**src/hw/rtl/dra_pkg.sv**
```systemverilog
package dra_pkg;

    // largest screen side honored for clipping and full-screen merges
    localparam int MAX_SIDE = 4096;

    // field widths
    localparam int MODE_W  = 2;
    localparam int COORD_W = 16;
    localparam int CFG_W   = 13;
    localparam int POS_W   = 12;
    localparam int SIZE_W  = 13;
    localparam int IDX_W   = 2;

    // request modes
    localparam logic [MODE_W-1:0] MODE_ADD  = 2'd0;
    localparam logic [MODE_W-1:0] MODE_FULL = 2'd1;
    localparam logic [MODE_W-1:0] MODE_TAKE = 2'd2;

    // configuration register indexes
    localparam logic [IDX_W-1:0] REG_SCREEN_WIDTH  = 2'd0;
    localparam logic [IDX_W-1:0] REG_SCREEN_HEIGHT = 2'd1;

    // clipped request as it leaves the clip stage
    typedef struct packed {
        logic [MODE_W-1:0] mode;
        logic              hit;
        logic [CFG_W-1:0]  left;
        logic [CFG_W-1:0]  top;
        logic [CFG_W-1:0]  width;
        logic [CFG_W-1:0]  height;
    } clip_t;

endpackage

```
**src/hw/rtl/dra_req_if.sv**
```systemverilog
interface dra_req_if;
    import dra_pkg::*;

    logic                      valid;
    logic                      ready;
    logic [MODE_W-1:0]         mode;
    logic signed [COORD_W-1:0] req_x;
    logic signed [COORD_W-1:0] req_y;
    logic signed [COORD_W-1:0] req_width;
    logic signed [COORD_W-1:0] req_height;

    modport source (
        output valid, mode, req_x, req_y, req_width, req_height,
        input  ready
    );
    modport sink (
        input  valid, mode, req_x, req_y, req_width, req_height,
        output ready
    );
endinterface

```
**src/hw/rtl/dra_rsp_if.sv**
```systemverilog
interface dra_rsp_if;
    import dra_pkg::*;

    logic              valid;
    logic              ready;
    logic              accepted;
    logic              region_valid;
    logic [POS_W-1:0]  region_x;
    logic [POS_W-1:0]  region_y;
    logic [SIZE_W-1:0] region_width;
    logic [SIZE_W-1:0] region_height;

    modport source (
        output valid, accepted, region_valid, region_x, region_y,
               region_width, region_height,
        input  ready
    );
    modport sink (
        input  valid, accepted, region_valid, region_x, region_y,
               region_width, region_height,
        output ready
    );
endinterface

```
**src/hw/rtl/dra_cfg_if.sv**
```systemverilog
interface dra_cfg_if;
    import dra_pkg::*;

    logic             valid;
    logic             ready;
    logic [IDX_W-1:0] reg_index;
    logic [CFG_W-1:0] data;

    modport source (
        output valid, reg_index, data,
        input  ready
    );
    modport sink (
        input  valid, reg_index, data,
        output ready
    );
endinterface

```
**src/hw/rtl/dirty_region_accumulator_top.sv**
```systemverilog
// Dirty-region accumulator: keeps one pending repaint rectangle for a screen
// of configurable size. Each request (add, full screen, take) yields exactly
// one result, presented on rsp from the result register; a new request can
// be taken every cycle unless rsp back-pressure stalls the pipeline: requests
// pass an input register, a clip stage and a merge stage, and the merge stage
// reads and updates the pending rectangle in the same cycle, so back-to-back
// requests see each other's merges with no extra delay. The user must write
// screen sizes through the config channel only while the block is idle; the
// block itself does not enforce this. Sides above MAX_SIDE are treated as
// MAX_SIDE.
module dirty_region_accumulator_top (
    input  logic clk,
    input  logic rst_n,
    dra_req_if.sink   req,
    dra_rsp_if.source rsp,
    dra_cfg_if.sink   cfg
);
    import dra_pkg::*;

    // configuration registers
    logic [CFG_W-1:0] scr_w_reg;
    logic [CFG_W-1:0] scr_h_reg;

    // input register
    logic                      s1_valid_reg;
    logic [MODE_W-1:0]         s1_mode_reg;
    logic signed [COORD_W-1:0] s1_x_reg;
    logic signed [COORD_W-1:0] s1_y_reg;
    logic signed [COORD_W-1:0] s1_w_reg;
    logic signed [COORD_W-1:0] s1_h_reg;

    // clip stage register
    logic  s2_valid_reg;
    clip_t s2_reg;
    clip_t s2_next;

    // pending rectangle
    logic             pend_valid_reg;
    logic [CFG_W-1:0] pend_left_reg;
    logic [CFG_W-1:0] pend_top_reg;
    logic [CFG_W-1:0] pend_width_reg;
    logic [CFG_W-1:0] pend_height_reg;

    // result register
    logic              out_valid_reg;
    logic              out_acc_reg;
    logic              out_rv_reg;
    logic [POS_W-1:0]  out_x_reg;
    logic [POS_W-1:0]  out_y_reg;
    logic [SIZE_W-1:0] out_w_reg;
    logic [SIZE_W-1:0] out_h_reg;

    // stage handshakes
    logic out_free;
    logic s2_ready;
    logic s1_ready;
    logic s2_move;

    assign out_free = !out_valid_reg || rsp.ready;
    assign s2_ready = !s2_valid_reg || out_free;
    assign s1_ready = !s1_valid_reg || s2_ready;
    assign s2_move  = s2_valid_reg && out_free;

    assign req.ready = s1_ready;
    assign cfg.ready = 1'b1;

    // config writes, indexes beyond the list are ignored
    always_ff @(posedge clk or negedge rst_n)
    begin
        if (!rst_n)
        begin
            scr_w_reg <= CFG_W'(240);
            scr_h_reg <= CFG_W'(320);
        end
        else if (cfg.valid)
        begin
            unique case (cfg.reg_index)
                REG_SCREEN_WIDTH:  scr_w_reg <= cfg.data;
                REG_SCREEN_HEIGHT: scr_h_reg <= cfg.data;
                default: ;
            endcase
        end
    end

    // effective screen size
    logic [CFG_W-1:0] eff_w;
    logic [CFG_W-1:0] eff_h;
    logic             dims_ok;

    assign eff_w   = (32'(scr_w_reg) > 32'(MAX_SIDE)) ? CFG_W'(MAX_SIDE) : scr_w_reg;
    assign eff_h   = (32'(scr_h_reg) > 32'(MAX_SIDE)) ? CFG_W'(MAX_SIDE) : scr_h_reg;
    assign dims_ok = (eff_w != '0) && (eff_h != '0);

    // input register
    always_ff @(posedge clk or negedge rst_n)
    begin
        if (!rst_n)
            s1_valid_reg <= 1'b0;
        else if (s1_ready)
            s1_valid_reg <= req.valid;
    end

    always_ff @(posedge clk)
    begin
        if (s1_ready && req.valid)
        begin
            s1_mode_reg <= req.mode;
            s1_x_reg    <= req.req_x;
            s1_y_reg    <= req.req_y;
            s1_w_reg    <= req.req_width;
            s1_h_reg    <= req.req_height;
        end
    end

    // clip the request to the screen
    logic signed [COORD_W+1:0] xs, ys, rgt, bot, rgt_c, bot_c, lft, tp, sw_s, sh_s;
    logic                      add_hit;

    always_comb
    begin
        xs    = (COORD_W+2)'(s1_x_reg);
        ys    = (COORD_W+2)'(s1_y_reg);
        sw_s  = signed'((COORD_W+2)'(eff_w));
        sh_s  = signed'((COORD_W+2)'(eff_h));
        rgt   = xs + (COORD_W+2)'(s1_w_reg);
        bot   = ys + (COORD_W+2)'(s1_h_reg);
        lft   = s1_x_reg[COORD_W-1] ? '0 : xs;
        tp    = s1_y_reg[COORD_W-1] ? '0 : ys;
        rgt_c = (rgt > sw_s) ? sw_s : rgt;
        bot_c = (bot > sh_s) ? sh_s : bot;
        add_hit = dims_ok && (s1_w_reg > 0) && (s1_h_reg > 0)
                  && (rgt_c > lft) && (bot_c > tp);

        s2_next.mode   = s1_mode_reg;
        s2_next.hit    = 1'b0;
        s2_next.left   = '0;
        s2_next.top    = '0;
        s2_next.width  = '0;
        s2_next.height = '0;
        unique case (s1_mode_reg)
            MODE_ADD:
            begin
                s2_next.hit    = add_hit;
                s2_next.left   = lft[CFG_W-1:0];
                s2_next.top    = tp[CFG_W-1:0];
                s2_next.width  = CFG_W'(rgt_c - lft);
                s2_next.height = CFG_W'(bot_c - tp);
            end
            MODE_FULL:
            begin
                s2_next.hit    = dims_ok;
                s2_next.width  = eff_w;
                s2_next.height = eff_h;
            end
            default: ;
        endcase
    end

    // clip stage register
    always_ff @(posedge clk or negedge rst_n)
    begin
        if (!rst_n)
            s2_valid_reg <= 1'b0;
        else if (s2_ready)
            s2_valid_reg <= s1_valid_reg;
    end

    always_ff @(posedge clk)
    begin
        if (s2_ready && s1_valid_reg)
            s2_reg <= s2_next;
    end

    // bounding-box union with the pending rectangle
    logic [CFG_W:0]   new_r, old_r, max_r;
    logic [CFG_W-1:0] min_l, min_t;
    logic [CFG_W:0]   new_b, old_b, max_b;
    logic             mrg_valid;
    logic [CFG_W-1:0] mrg_left, mrg_top, mrg_width, mrg_height;

    always_comb
    begin
        new_r = (CFG_W+1)'(s2_reg.left) + (CFG_W+1)'(s2_reg.width);
        old_r = (CFG_W+1)'(pend_left_reg) + (CFG_W+1)'(pend_width_reg);
        new_b = (CFG_W+1)'(s2_reg.top) + (CFG_W+1)'(s2_reg.height);
        old_b = (CFG_W+1)'(pend_top_reg) + (CFG_W+1)'(pend_height_reg);
        min_l = (s2_reg.left < pend_left_reg) ? s2_reg.left : pend_left_reg;
        min_t = (s2_reg.top < pend_top_reg) ? s2_reg.top : pend_top_reg;
        max_r = (old_r > new_r) ? old_r : new_r;
        max_b = (old_b > new_b) ? old_b : new_b;

        mrg_valid  = pend_valid_reg;
        mrg_left   = pend_left_reg;
        mrg_top    = pend_top_reg;
        mrg_width  = pend_width_reg;
        mrg_height = pend_height_reg;
        if (s2_reg.hit)
        begin
            mrg_valid = 1'b1;
            if (!pend_valid_reg)
            begin
                mrg_left   = s2_reg.left;
                mrg_top    = s2_reg.top;
                mrg_width  = s2_reg.width;
                mrg_height = s2_reg.height;
            end
            else
            begin
                mrg_left   = min_l;
                mrg_top    = min_t;
                mrg_width  = CFG_W'(max_r - (CFG_W+1)'(min_l));
                mrg_height = CFG_W'(max_b - (CFG_W+1)'(min_t));
            end
        end
    end

    // pending rectangle, cleared after a take
    always_ff @(posedge clk or negedge rst_n)
    begin
        if (!rst_n)
        begin
            pend_valid_reg  <= 1'b0;
            pend_left_reg   <= '0;
            pend_top_reg    <= '0;
            pend_width_reg  <= '0;
            pend_height_reg <= '0;
        end
        else if (s2_move)
        begin
            if (s2_reg.mode == MODE_TAKE)
            begin
                pend_valid_reg  <= 1'b0;
                pend_left_reg   <= '0;
                pend_top_reg    <= '0;
                pend_width_reg  <= '0;
                pend_height_reg <= '0;
            end
            else
            begin
                pend_valid_reg  <= mrg_valid;
                pend_left_reg   <= mrg_left;
                pend_top_reg    <= mrg_top;
                pend_width_reg  <= mrg_width;
                pend_height_reg <= mrg_height;
            end
        end
    end

    // result register
    always_ff @(posedge clk or negedge rst_n)
    begin
        if (!rst_n)
            out_valid_reg <= 1'b0;
        else if (out_free)
            out_valid_reg <= s2_valid_reg;
    end

    always_ff @(posedge clk)
    begin
        if (s2_move)
        begin
            out_acc_reg <= s2_reg.hit;
            out_rv_reg  <= mrg_valid;
            out_x_reg   <= mrg_left[POS_W-1:0];
            out_y_reg   <= mrg_top[POS_W-1:0];
            out_w_reg   <= mrg_width[SIZE_W-1:0];
            out_h_reg   <= mrg_height[SIZE_W-1:0];
        end
    end

    assign rsp.valid         = out_valid_reg;
    assign rsp.accepted      = out_acc_reg;
    assign rsp.region_valid  = out_rv_reg;
    assign rsp.region_x      = out_x_reg;
    assign rsp.region_y      = out_y_reg;
    assign rsp.region_width  = out_w_reg;
    assign rsp.region_height = out_h_reg;

    // no pending region means an all-zero rectangle
    a_empty_is_zero: assert property (@(posedge clk) disable iff (!rst_n)
        !pend_valid_reg |-> (pend_left_reg == '0) && (pend_top_reg == '0)
                            && (pend_width_reg == '0) && (pend_height_reg == '0))
        else $error("pending rectangle not zero while empty");

    // a pending region is never degenerate
    a_region_nonempty: assert property (@(posedge clk) disable iff (!rst_n)
        pend_valid_reg |-> (pend_width_reg != '0) && (pend_height_reg != '0))
        else $error("pending rectangle has zero size");

    // a merged request always leaves a region behind
    a_acc_has_region: assert property (@(posedge clk) disable iff (!rst_n)
        (rsp.valid && rsp.accepted) |-> rsp.region_valid)
        else $error("accepted result without a region");

    // a take transfer empties the pending region
    a_take_clears: assert property (@(posedge clk) disable iff (!rst_n)
        (s2_move && (s2_reg.mode == MODE_TAKE)) |=> !pend_valid_reg)
        else $error("take did not clear the pending region");

endmodule

```
**src/flat_wrapper.sv**
```systemverilog
// flat-port wrapper written by rule: the top's interface ports become plain ports
module dirty_region_accumulator_top_flat import dra_pkg::*;
  (clk, rst_n, req_valid, req_mode, req_req_x, req_req_y, req_req_width, req_req_height, req_ready, rsp_valid, rsp_accepted, rsp_region_valid, rsp_region_x, rsp_region_y, rsp_region_width, rsp_region_height, rsp_ready, cfg_valid, cfg_reg_index, cfg_data, cfg_ready);
  dra_req_if req_i ();
  dra_rsp_if rsp_i ();
  dra_cfg_if cfg_i ();
  input  logic clk;
  input  logic rst_n;
  input wire logic [$bits(req_i.valid)-1:0] req_valid;
  input wire logic [$bits(req_i.mode)-1:0] req_mode;
  input wire logic [$bits(req_i.req_x)-1:0] req_req_x;
  input wire logic [$bits(req_i.req_y)-1:0] req_req_y;
  input wire logic [$bits(req_i.req_width)-1:0] req_req_width;
  input wire logic [$bits(req_i.req_height)-1:0] req_req_height;
  output wire logic [$bits(req_i.ready)-1:0] req_ready;
  output wire logic [$bits(rsp_i.valid)-1:0] rsp_valid;
  output wire logic [$bits(rsp_i.accepted)-1:0] rsp_accepted;
  output wire logic [$bits(rsp_i.region_valid)-1:0] rsp_region_valid;
  output wire logic [$bits(rsp_i.region_x)-1:0] rsp_region_x;
  output wire logic [$bits(rsp_i.region_y)-1:0] rsp_region_y;
  output wire logic [$bits(rsp_i.region_width)-1:0] rsp_region_width;
  output wire logic [$bits(rsp_i.region_height)-1:0] rsp_region_height;
  input wire logic [$bits(rsp_i.ready)-1:0] rsp_ready;
  input wire logic [$bits(cfg_i.valid)-1:0] cfg_valid;
  input wire logic [$bits(cfg_i.reg_index)-1:0] cfg_reg_index;
  input wire logic [$bits(cfg_i.data)-1:0] cfg_data;
  output wire logic [$bits(cfg_i.ready)-1:0] cfg_ready;
  assign req_i.valid = req_valid;
  assign req_i.mode = req_mode;
  assign req_i.req_x = req_req_x;
  assign req_i.req_y = req_req_y;
  assign req_i.req_width = req_req_width;
  assign req_i.req_height = req_req_height;
  assign req_ready = req_i.ready;
  assign rsp_valid = rsp_i.valid;
  assign rsp_accepted = rsp_i.accepted;
  assign rsp_region_valid = rsp_i.region_valid;
  assign rsp_region_x = rsp_i.region_x;
  assign rsp_region_y = rsp_i.region_y;
  assign rsp_region_width = rsp_i.region_width;
  assign rsp_region_height = rsp_i.region_height;
  assign rsp_i.ready = rsp_ready;
  assign cfg_i.valid = cfg_valid;
  assign cfg_i.reg_index = cfg_reg_index;
  assign cfg_i.data = cfg_data;
  assign cfg_ready = cfg_i.ready;
  dirty_region_accumulator_top u_core (.clk(clk), .rst_n(rst_n), .req(req_i), .rsp(rsp_i), .cfg(cfg_i));
endmodule
```
**config.mk**
```make
export PLATFORM = sky130hd
export DESIGN_NAME = dirty_region_accumulator_top_flat
export DESIGN_NICKNAME = d
export VERILOG_FILES = /design/src/hw/rtl/dra_pkg.sv /design/src/hw/rtl/dra_req_if.sv /design/src/hw/rtl/dra_rsp_if.sv /design/src/hw/rtl/dra_cfg_if.sv /design/src/hw/rtl/dirty_region_accumulator_top.sv /design/src/flat_wrapper.sv
export SDC_FILE = /design/constraint.sdc
export NUM_CORES = 1
export LEC_CHECK = 0
export ABC_AREA = 1
export BUFFER_PORTS_ARGS = -buffer_cell sky130_fd_sc_hd__buf_4
export CAP_MARGIN = 30
export CORE_AREA = 2 2 253 255
export CTS_CLUSTER_SIZE = 30
export DETAILED_ROUTE_END_ITERATION = 8
export DIE_AREA = 0 0 255 257
export MAX_ROUTING_LAYER = met4
export PLACE_DENSITY = 0.46
export SYNTH_ARGS = -nofsm -noshare
export SYNTH_HDL_FRONTEND = slang
export SYNTH_SLANG_ARGS = --single-unit
```
**constraint.sdc**
```tcl
create_clock -name clk -period 8.1 [get_ports clk]
set_input_delay 0.405 -clock clk [delete_from_list [all_inputs] [get_ports clk]]
set_output_delay 0.405 -clock clk [all_outputs]
set_load 0.03 [all_outputs]
```
==> results.yml, run 1 <==
status:
  status: "completed"
sta:
  slew_headroom_pct: 33.1
  period_minus_slack_ns: 6.21
  slew_viol_final: 0
  rsz0062_at_grt: "no"
  worst_pin_slew_ns: 0.999
  setup_ws_ns: 1.89
  final-setup-viol-count: 0
  tns_ns: 0
  fmax_ghz: 0.161
  clock_skew_ns: 0.0125
  hold_viol: 0
  min_period_over_period_pct: 76.6
setup_path:
  required_ns: 8.55
  crit_family: "adder cells"
  crit_type: "reg -> reg"
  end_kind: "flop"
  cpMostUsedCell: "nand3_1"
  critPathMaxFanout: 28
  crit_path_start_kind: "flop"
  path_buf_inv: 3
  cp.arrival_ns: 6.66
  crit_slowest_cell: "o21ai_0"
  crit_path_max_incr_delay_ns: 0.53
pwr:
  p_total_mw: 10.4
  p_switching_mw: 5.23
  p_clk_share_pct: 14.7
  vdd.ir_drop.worst_uv: 253
  power_frac_comb_pct: 65.5
  p_int_mw: 5.22
  seqPwrFrac_pct: 19.8
  swShare_pct: 50.0
  power.density_nw_per_um2: 452
  p_leak_nw: 10.9
routing:
  antenna_left: 0
  first_pass_iters: 5
  num_vias: 16800
  drt-vias-per-instance: 4.79
  drtIter0Drc: 985
  drt-wirelength-per-cell_um: 16.7
  wirelength_um: 58600
  drc: 0
die:
  die_h_um: 257
  start_util_pct: 30.8
  die_area_sq_um: 65500
  rows: 92
  die_w_um: 255
  core_area_sq_um: 62700
  io_pins: 141
yosys:
  synth_nets: 2758
  async_flop_share_pct: 32.2
  ys_types: 53
  yosys_warnings: 0
  ys_seq_area_share_pct: 37.6
  synth_edf_count: 173
  synth_area_sq_um: 19300
  synth_flop_cell: "edfxtp_1"
  syn_avg_cell_area_sq_um: 7.89
  synth_cells: 2444
  ys_seq_elements: 255
finish:
  antenna_cells: 0
  syn2layout_area_growth_pct: 19.8
  fill_cells: 6496
  final_common_cell: "nand2_1"
  final_util_pct: 36.8
  layout_common_cells: "nand2_1 (606), inv_1 (316), o21ai_0 (218), ha_1 (218), a21oi_1 (187)"
  layout.nets: 2956
  largest_reg_flops: 55
  stdcell_count: 3512
  drive_above_1_share_pct: 9.60
clock_tree:
  ctsRootBufferMaster: "clkbuf_16"
  clk_latency_ns: 0.59
  cts_tree: "built"
  h-tree-depth: 1
  cts_buffers: 31
  clockBufferDepth: 3
  cts_setup_buffers: 0
  numClockSinks: 255
  clk_pin_slew_worst_paths_ns: 0.06
job:
  drv_cap: 0
grt:
  grt_first_pass_wirelength_um: 91900
  grt_start_max_net_pins: 68
  grt_pass1_vias: 16700
  track_usage_pct: 18.3
  gr-total-overflow: 0
  antenna_found_initial: 0
place:
  io_buffers: 139
  dp_hpwl_um: 46300
  post-place-ws_ns: 1.93
  place_congestion: 0.893
  dp.cells: 3388
hold_path:
  hold_path_class: "in -> reg"
layout make-up:
| cell class | count | area [sq um] | area share (%) |
|---|---|---|---|
| Clock buffer | 39 | 876 | 3.79 |
| Clock inverter | 18 | 264 | 1.14 |
| Inverter | 320 | 1200 | 5.20 |
| Multi-Input combinational cell | 1811 | 10600 | 45.8 |
| Sequential cell | 255 | 7250 | 31.4 |
| Tap cell | 846 | 1060 | 4.58 |
| Timing Repair Buffer | 223 | 1860 | 8.06 |
power by group through the flow:
stage	logic (mW)	registers (mW)	clock network (mW)
2_1_floorplan	4.86	2.18	0
3_3_place_gp	6.78	2.08	0
3_5_place_dp	6.80	2.09	0
4_1_cts	6.87	2.06	1.59
5_1_grt	7.87	2.10	1.63
6_report	6.85	2.06	1.54
layer usage:
metal  global-route usage, %  up-vias  wire length, um  part of all wire (%)
li1                        -     8672                -                     -
met1                    26.3     7731            29900                    51
met2                    27.8      350            25000                    43
met3                    2.02       70             2660                   4.5
met4                    3.51        0             1000                   1.7
met5                       -        -                0                     0
worst register-to-register path: cells and delay by family, from the launching register on:
kind                       cells  cell delay (ns)
adders and majority gates      6             1.84
and+or+nand+nor               14             1.78
AOI/OAI and AO/OA              7             1.58
xor gates and xnor gates       1             0.28
DFF                            1             0.37
buffers and inverters          3             0.20
cells in the mapped netlist, drive strengths merged (3+ instances only):
library cell	number	area (sq um)
xor2	42	383
nand3	107	546
a22oi	19	143
nor4	12	75.1
or2	10	62.6
clkbuf	48	180
fa	10	200
o211ai	3	22.5
dfstp	6	158
nor3	25	130
ha	218	2730
xnor2	28	245
a21oi	187	936
o2111ai	5	43.8
o22ai	37	231
o21a	7	52.6
buf	10	65.1
inv	320	1200
nand2	619	2370
a21o	9	67.6
o21ai	224	1120
nand3b	16	120
a31oi	8	50.1
a31o	4	35.0
dfrtp	76	1900
edfxtp	173	5190
a21boi	5	37.5
nand4	20	125
o21bai	15	113
nor2	163	622
timing repair:
action | CTS | global route
hold endpoints to repair | 86 | 0
hold buffers | 67 | 0
resized for setup | 0 | 0
through the flow:
step / cell area [sq um] / hold WS [ns]
3_3_place_gp: 21300 / 0.320
5_1_grt: 23100 / 0.0689
2_1_floorplan: 19300 / 0.109
3_5_place_dp: 21300 / 0.330
4_1_cts: 23100 / 0.0319
6_report: 23100 / 0.0647
logic make-up after synthesis:
family	share of synthesized area, %
buffers and inverters	7.50
xor gates and xnor gates	3.26
AOI/OAI and AO/OA	15.2
other	0.0194
adders and majority gates	15.2
and+or+nand+nor	21.2
DFF	37.6
path summary, 6_finish.rpt:
| check | start | end | slack, ns | cells after the start |
|---|---|---|---|---|
| worst max-delay path | u_core.s1_w_reg[0]$_DFFE_PP_ | u_core.s2_reg[52]$_DFFE_PP_ | 1.89 | 31 |
| worst min-delay path | req_valid | u_core.s1_valid_reg$_DFFE_PN0N_ | 0.06 | 3 |
| worst max register to register | u_core.s1_w_reg[0]$_DFFE_PP_ | u_core.s2_reg[52]$_DFFE_PP_ | 1.89 | 31 |
| worst min register to register | u_core.s2_valid_reg$_DFFE_PN0P_ | u_core.rsp.valid$_DFFE_PN0P_ | 0.48 | 2 |
| max in group asynchronous | rst_n | u_core.scr_w_reg[10]$_DFFE_PN0P_ | 6.67 | 3 |
| min in group asynchronous | rst_n | u_core.pend_top_reg[8]$_DFFE_PN0P_ | 0.25 | 2 |
No activity file was read; power rests on OpenSTA's default activity.
==> run 2: changes to the inputs <==
--- a/config.mk
+++ b/config.mk
@@ -13,7 +13,7 @@
 export DETAILED_ROUTE_END_ITERATION = 8
 export DIE_AREA = 0 0 255 257
 export MAX_ROUTING_LAYER = met4
-export PLACE_DENSITY = 0.46
+export PLACE_DENSITY = 0.48
 export SYNTH_ARGS = -nofsm -noshare
 export SYNTH_HDL_FRONTEND = slang
 export SYNTH_SLANG_ARGS = --single-unit
==> constraint.sdc (replaced) <==
create_clock -name clk -period 5.2 [get_ports clk]
set_input_delay 0.26 -clock clk [delete_from_list [all_inputs] [get_ports clk]]
set_output_delay 0.26 -clock clk [all_outputs]
set_load 0.03 [all_outputs]
==> run 2 against run 1 <==
Compared with the run above:
- sequential share of layout area fell by 2.6 points
- count of clock-buffer cells in the layout grew 1
- largest power group unchanged
- critical path type unchanged
- fmax rose by 24%
- critical endpoint is now u_core.s2_reg[11]$_DFFE_PP_
==> results.yml, run 2 (synthesis results as in run 1) <==
status:
  status: "completed"
pwr:
  vdd.ir_drop.worst_uv: 464
  p_switching_mw: 8.93
  swShare_pct: 49.1
  p_total_mw: 18.2
  p_int_mw: 9.27
  power.density_nw_per_um2: 721
  p_leak_nw: 11.8
  p_clk_share_pct: 12.5
  seqPwrFrac_pct: 17.7
  power_frac_comb_pct: 69.8
sta:
  slew_viol_final: 0
  clock_skew_ns: 0.0295
  hold_viol: 0
  period_minus_slack_ns: 4.99
  fmax_ghz: 0.201
  min_period_over_period_pct: 95.9
  rsz0062_at_grt: "yes"
  slew_headroom_pct: 34.7
  worst_pin_slew_ns: 0.977
  final-setup-viol-count: 0
routing:
  antenna_left: 0
  first_pass_iters: 5
  num_vias: 18000
  wirelength_um: 60800
  drc: 0
  drtIter0Drc: 1132
  drt-vias-per-instance: 4.88
  drt-wirelength-per-cell_um: 16.5
setup_path:
  crit_path_start_kind: "flop"
  required_ns: 5.52
  cpMostUsedCell: "nand2_1"
  ff2ff_path_depth: 30
  rr_startpoint: "u_core.s1_y_reg[3]$_DFFE_PP_"
  cp.arrival_ns: 5.31
  crit_path_max_incr_delay_ns: 0.44
  crit_start: "u_core.s1_y_reg[3]$_DFFE_PP_"
  crit_type: "reg -> reg"
  critPathMaxFanout: 4
  crit_slowest_cell: "edfxtp_1"
  end_kind: "flop"
finish:
  antenna_cells: 0
  syn2layout_area_growth_pct: 30.9
  final_common_cell: "nand2_1"
  layout_common_cells: "nand2_1 (581), inv_1 (308), buf_4 (299), ha_1 (182), o21ai_0 (174)"
  final_util_pct: 40.3
  register_area_sq_um: 7260
  fill_cells: 6387
  drive_above_1_share_pct: 20.2
  layout.nets: 3122
  multiInputGateArea_sq_um: 11500
  largest_reg_flops: 55
die:
  die_w_um: 255
  start_util_pct: 30.8
  core_area_sq_um: 62700
  die_area_sq_um: 65500
  io_pins: 141
  rows: 92
  die_h_um: 257
clock_tree:
  clk_latency_ns: 0.61
  clk_pin_slew_worst_paths_ns: 0.07
  cts_tree: "built"
  h-tree-depth: 1
  clockBufferDepth: 3
  numClockSinks: 255
  cts_buffers: 31
  ctsRootBufferMaster: "clkbuf_16"
grt:
  grt_first_pass_wirelength_um: 93200
  grt_pass1_vias: 17200
  antenna_found_initial: 0
  gr-total-overflow: 0
  track_usage_pct: 18.4
  grt_start_max_net_pins: 67
place:
  io_buffers: 139
  dp_hpwl_um: 46800
  place_congestion: 0.919
job:
  drv_cap: 0
hold_path:
  hold_path_class: "in -> async"
run 2: changes by cell type in the layout (fill, tap and decap cells not counted), moves of 21 or more:
cell	change
buf_4	+144
o21ai_0	-44
ha_1	-36
o21ai_1	+33
a21oi_1	-31
a21oi_2	+31
ha_4	+25
nand2_1	-25
nand2_2	+21
run 2: repair_timing:
action / 4_1_cts / 5_1_grt
buffers inserted: 2 / 42
resized for setup: 8 / 228
hold buffers: 82 / 0
pin swaps: 1 / 102
cloned: 0 / 1
setup endpoints to repair: 8 / 57
endpoints found under the hold margin: 113 / 0
run 2: per-stage QoR:
| stage | hold WS [ns] | TNS (ns) | cell area [sq um] | setup WS (ns) | instances |
|---|---|---|---|---|---|
| after global routing | 0.0972 | -0.675 | 25300 | -0.117 | 3679 |
| after global placement | 0.169 | -0.0778 | 22100 | -0.0778 | 3492 |
| final | 0.0966 | 0 | 25300 | 0.214 | 3679 |
| after detailed placement | 0.172 | -0.433 | 22100 | -0.158 | 3493 |
| after floorplan | -0.0356 | 0 | 19300 | 0.174 | 2444 |
| after CTS | 0.0683 | 0 | 24000 | 0.00150 | 3635 |
run 2: critical path, delay by kind of cell, from the launching register on:
family | cells | cell delay (ns)
AND/OR/NAND/NOR | 13 | 1.45
adder cells (fa/ha/maj) | 4 | 1.20
AO/OA/AOI/OAI | 8 | 0.99
buffers and inverters | 4 | 0.47
flip-flops | 1 | 0.44
XOR/XNOR | 1 | 0.16
run 2: path summary, 6_finish.rpt:
check                                                          to  slack, ns
max in group asynchronous         u_core.scr_h_reg[6]$_DFFE_PN1P_       4.26
setup / recovery                      u_core.s2_reg[11]$_DFFE_PP_       0.21
hold / removal             u_core.pend_height_reg[12]$_DFFE_PN0P_        0.1
hold reg to reg                      u_core.rsp.valid$_DFFE_PN0P_       0.48
setup reg to reg                      u_core.s2_reg[11]$_DFFE_PP_       0.21
min in group clk                  u_core.scr_w_reg[6]$_DFFE_PN1P_       0.36
run 2: area by class of cell:
| cell class | count | area share [%] |
|---|---|---|
| clock buffers | 40 | 3.36 |
| clock inverters | 18 | 0.931 |
| inverters | 320 | 4.76 |
| multi-input cells | 1812 | 45.4 |
| flip-flops and latches | 255 | 28.7 |
| well taps | 846 | 4.19 |
| repair buffers | 388 | 12.6 |
run 2: per-layer routing:
metal  part of all wire (%)  vias to the layer above  track usage [%]  wire [um]
met4                    2.9                        0             4.55       1780
met3                    4.9                       89             2.09       2970
met2                     43                      476             27.7      26400
met5                      0                        -                -          0
li1                       -                     9017                -          -
met1                     49                     8370             26.4      29700
run 2: power by group through the flow:
stage	Sequential, mW	Combinational [mW]	Clock (mW)
3_5_place_dp	3.23	11.5	0
4_1_cts	3.20	11.6	2.36
3_3_place_gp	3.23	11.4	0
2_1_floorplan	3.39	7.58	0
6_report	3.22	12.7	2.28
5_1_grt	3.27	14.3	2.42
==> run 3: changes to the inputs <==
--- a/config.mk
+++ b/config.mk
@@ -13,7 +13,7 @@
 export DETAILED_ROUTE_END_ITERATION = 8
 export DIE_AREA = 0 0 255 257
 export MAX_ROUTING_LAYER = met4
-export PLACE_DENSITY = 0.48
+export PLACE_DENSITY = 0.47
 export SYNTH_ARGS = -nofsm -noshare
 export SYNTH_HDL_FRONTEND = slang
 export SYNTH_SLANG_ARGS = --single-unit
==> run 3 against run 2 <==
Compared with the run above:
- final cell count grew 0.22%
- cell area fell by 0.29%
- clock skew shrank 0.019 ns
- sequential cell count is the same
- power is 0.64% lower
- routed wire length up 1.3%
- critical path type unchanged
- critical endpoint is now u_core.s2_reg[24]$_DFFE_PP_
- largest power group unchanged
==> results.yml, run 3 (synthesis results as in run 1) <==
status:
  status: "completed"
setup_path:
  crit_type: "reg -> reg"
  end_kind: "flop"
  crit_path_max_incr_delay_ns: 0.39
  crit_path_start_kind: "flop"
  ff2ff_setup_slack_ns: 0.15
  required_ns: 5.50
  cp.arrival_ns: 5.35
  critPathMaxFanout: 5
  crit_slowest_cell: "fa_2"
sta:
  final-setup-viol-count: 0
  worst_pin_slew_ns: 0.916
  fmax_ghz: 0.198
  slew_viol_final: 0
  slew_headroom_pct: 38.7
  rsz0062_at_grt: "yes"
  min_period_over_period_pct: 97.1
  period_minus_slack_ns: 5.05
  hold_viol: 0
  clock_skew_ns: 0.0104
routing:
  first_pass_iters: 5
  drc: 0
  drt-wirelength-per-cell_um: 16.7
  num_vias: 17700
  drt-vias-per-instance: 4.81
  antenna_left: 0
  drtIter0Drc: 1125
  wirelength_um: 61600
pwr:
  p_total_mw: 18.1
  power.density_nw_per_um2: 718
  p_leak_nw: 11.7
  vdd.ir_drop.worst_uv: 323
job:
  drv_cap: 0
clock_tree:
  cts_buffers: 30
  numClockSinks: 255
  ctsRootBufferMaster: "clkbuf_16"
  cts_tree: "built"
  clk_pin_slew_worst_paths_ns: 0.06
  h-tree-depth: 1
  clk_latency_ns: 0.59
  clockBufferDepth: 3
finish:
  final_util_pct: 40.1
  antenna_cells: 0
  syn2layout_area_growth_pct: 30.5
  layout.nets: 3131
  final_common_cell: "nand2_1"
  drive_above_1_share_pct: 20.1
  largest_reg_flops: 55
  layout_common_cells: "nand2_1 (587), buf_4 (308), inv_1 (307), ha_1 (186)"
grt:
  met3_usage_pct: 2.15
  track_usage_pct: 19.0
  grt_start_max_net_pins: 69
  busiest_layer: "met2"
  gr-total-overflow: 0
  gr-usage-met2_pct: 28.8
  use_met1_pct: 27.0
  grt_first_pass_wirelength_um: 95600
  antenna_found_initial: 0
  grt_pass1_vias: 17600
die:
  core_area_sq_um: 62700
  die_area_sq_um: 65500
  die_w_um: 255
  start_util_pct: 30.8
  io_pins: 141
  die_h_um: 257
  rows: 92
hold_path:
  hold_path_class: "in -> async"
place:
  dp_hpwl_um: 47700
  place_congestion: 0.939
  io_buffers: 139
run 3: cell types whose count changed in the layout (fill, tap and decap cells not counted), moves of 4 or more:
cell,change
ha_4,-4
nand2_1,+6
buf_4,+9
ha_1,+4
nor2_1,-4
clkinv_1,+4
run 3: power by group:
part,switching (mW),leakage [nW],total (mW),internal (mW)
registers,0.386,2.73,3.21,2.82
logic,7.60,8.55,12.8,5.24
clock network,0.880,0.452,2.03,1.15
total,8.86,11.7,18.1,9.22
run 3: worst paths after layout:
path | cells past startpoint | from | to
max in group asynchronous | 3 | rst_n | u_core.scr_h_reg[6]$_DFFE_PN1P_
setup reg to reg | 32 | u_core.s1_w_reg[0]$_DFFE_PP_ | u_core.s2_reg[24]$_DFFE_PP_
setup / recovery | 32 | u_core.s1_w_reg[0]$_DFFE_PP_ | u_core.s2_reg[24]$_DFFE_PP_
hold reg to reg | 2 | u_core.s2_valid_reg$_DFFE_PN0P_ | u_core.rsp.valid$_DFFE_PN0P_
min in group clk | 2 | req_req_height[3] | u_core.s1_h_reg[3]$_DFFE_PP_
hold / removal | 2 | rst_n | u_core.pend_height_reg[10]$_DFFE_PN0P_
run 3: metrics by stage:
stage | instances | setup TNS (ns) | worst slack (ns) | instance area, sq um | hold slack, ns
floorplan | 2444 | 0 | 0.174 | 19300 | -0.0356
global placement | 3507 | 0 | 0.0322 | 22200 | 0.365
detailed placement | 3509 | -0.390 | -0.0919 | 22200 | 0.370
CTS | 3648 | 0 | 0.00383 | 24000 | 0.281
global route | 3687 | -2.03 | -0.272 | 25200 | 0.327
finish | 3687 | 0 | 0.153 | 25200 | 0.270
run 3: critical path, delay by kind of cell (launching register included):
family | cells | cell delay, ns
and+or+nand+nor | 13 | 1.24
AOI/OAI and AO/OA | 8 | 0.89
adders and majority gates | 5 | 1.60
buffers and inverters | 4 | 0.28
DFF | 1 | 0.36
xor gates and xnor gates | 2 | 0.39
run 3: cell type report:
type                       instances  area [sq um]
clock buffer                      39           815
clock inverter                    17           129
fill                            6401         37600
inverter                         320          1200
multi-input combinational       1813         11500
sequential                       255          7260
tap                              846          1060
timing repair buffer             397          3250
run 3: metal layers:
metal	routed length [um]	up-vias	part of all wire (%)
li1	-	9036	-
met1	30800	8253	50
met2	26600	364	43
met5	0	-	0
met4	1700	0	2.8
met3	2410	81	3.9
run 3: repair_timing:
item | in CTS | in global routing
pin swaps | 1 | 86
gates cloned | 0 | 3
buffers inserted | 1 | 36
hold endpoints to repair | 139 | 0
gates resized for setup | 6 | 227
hold buffers | 82 | 0
setup endpoints to repair | 8 | 57
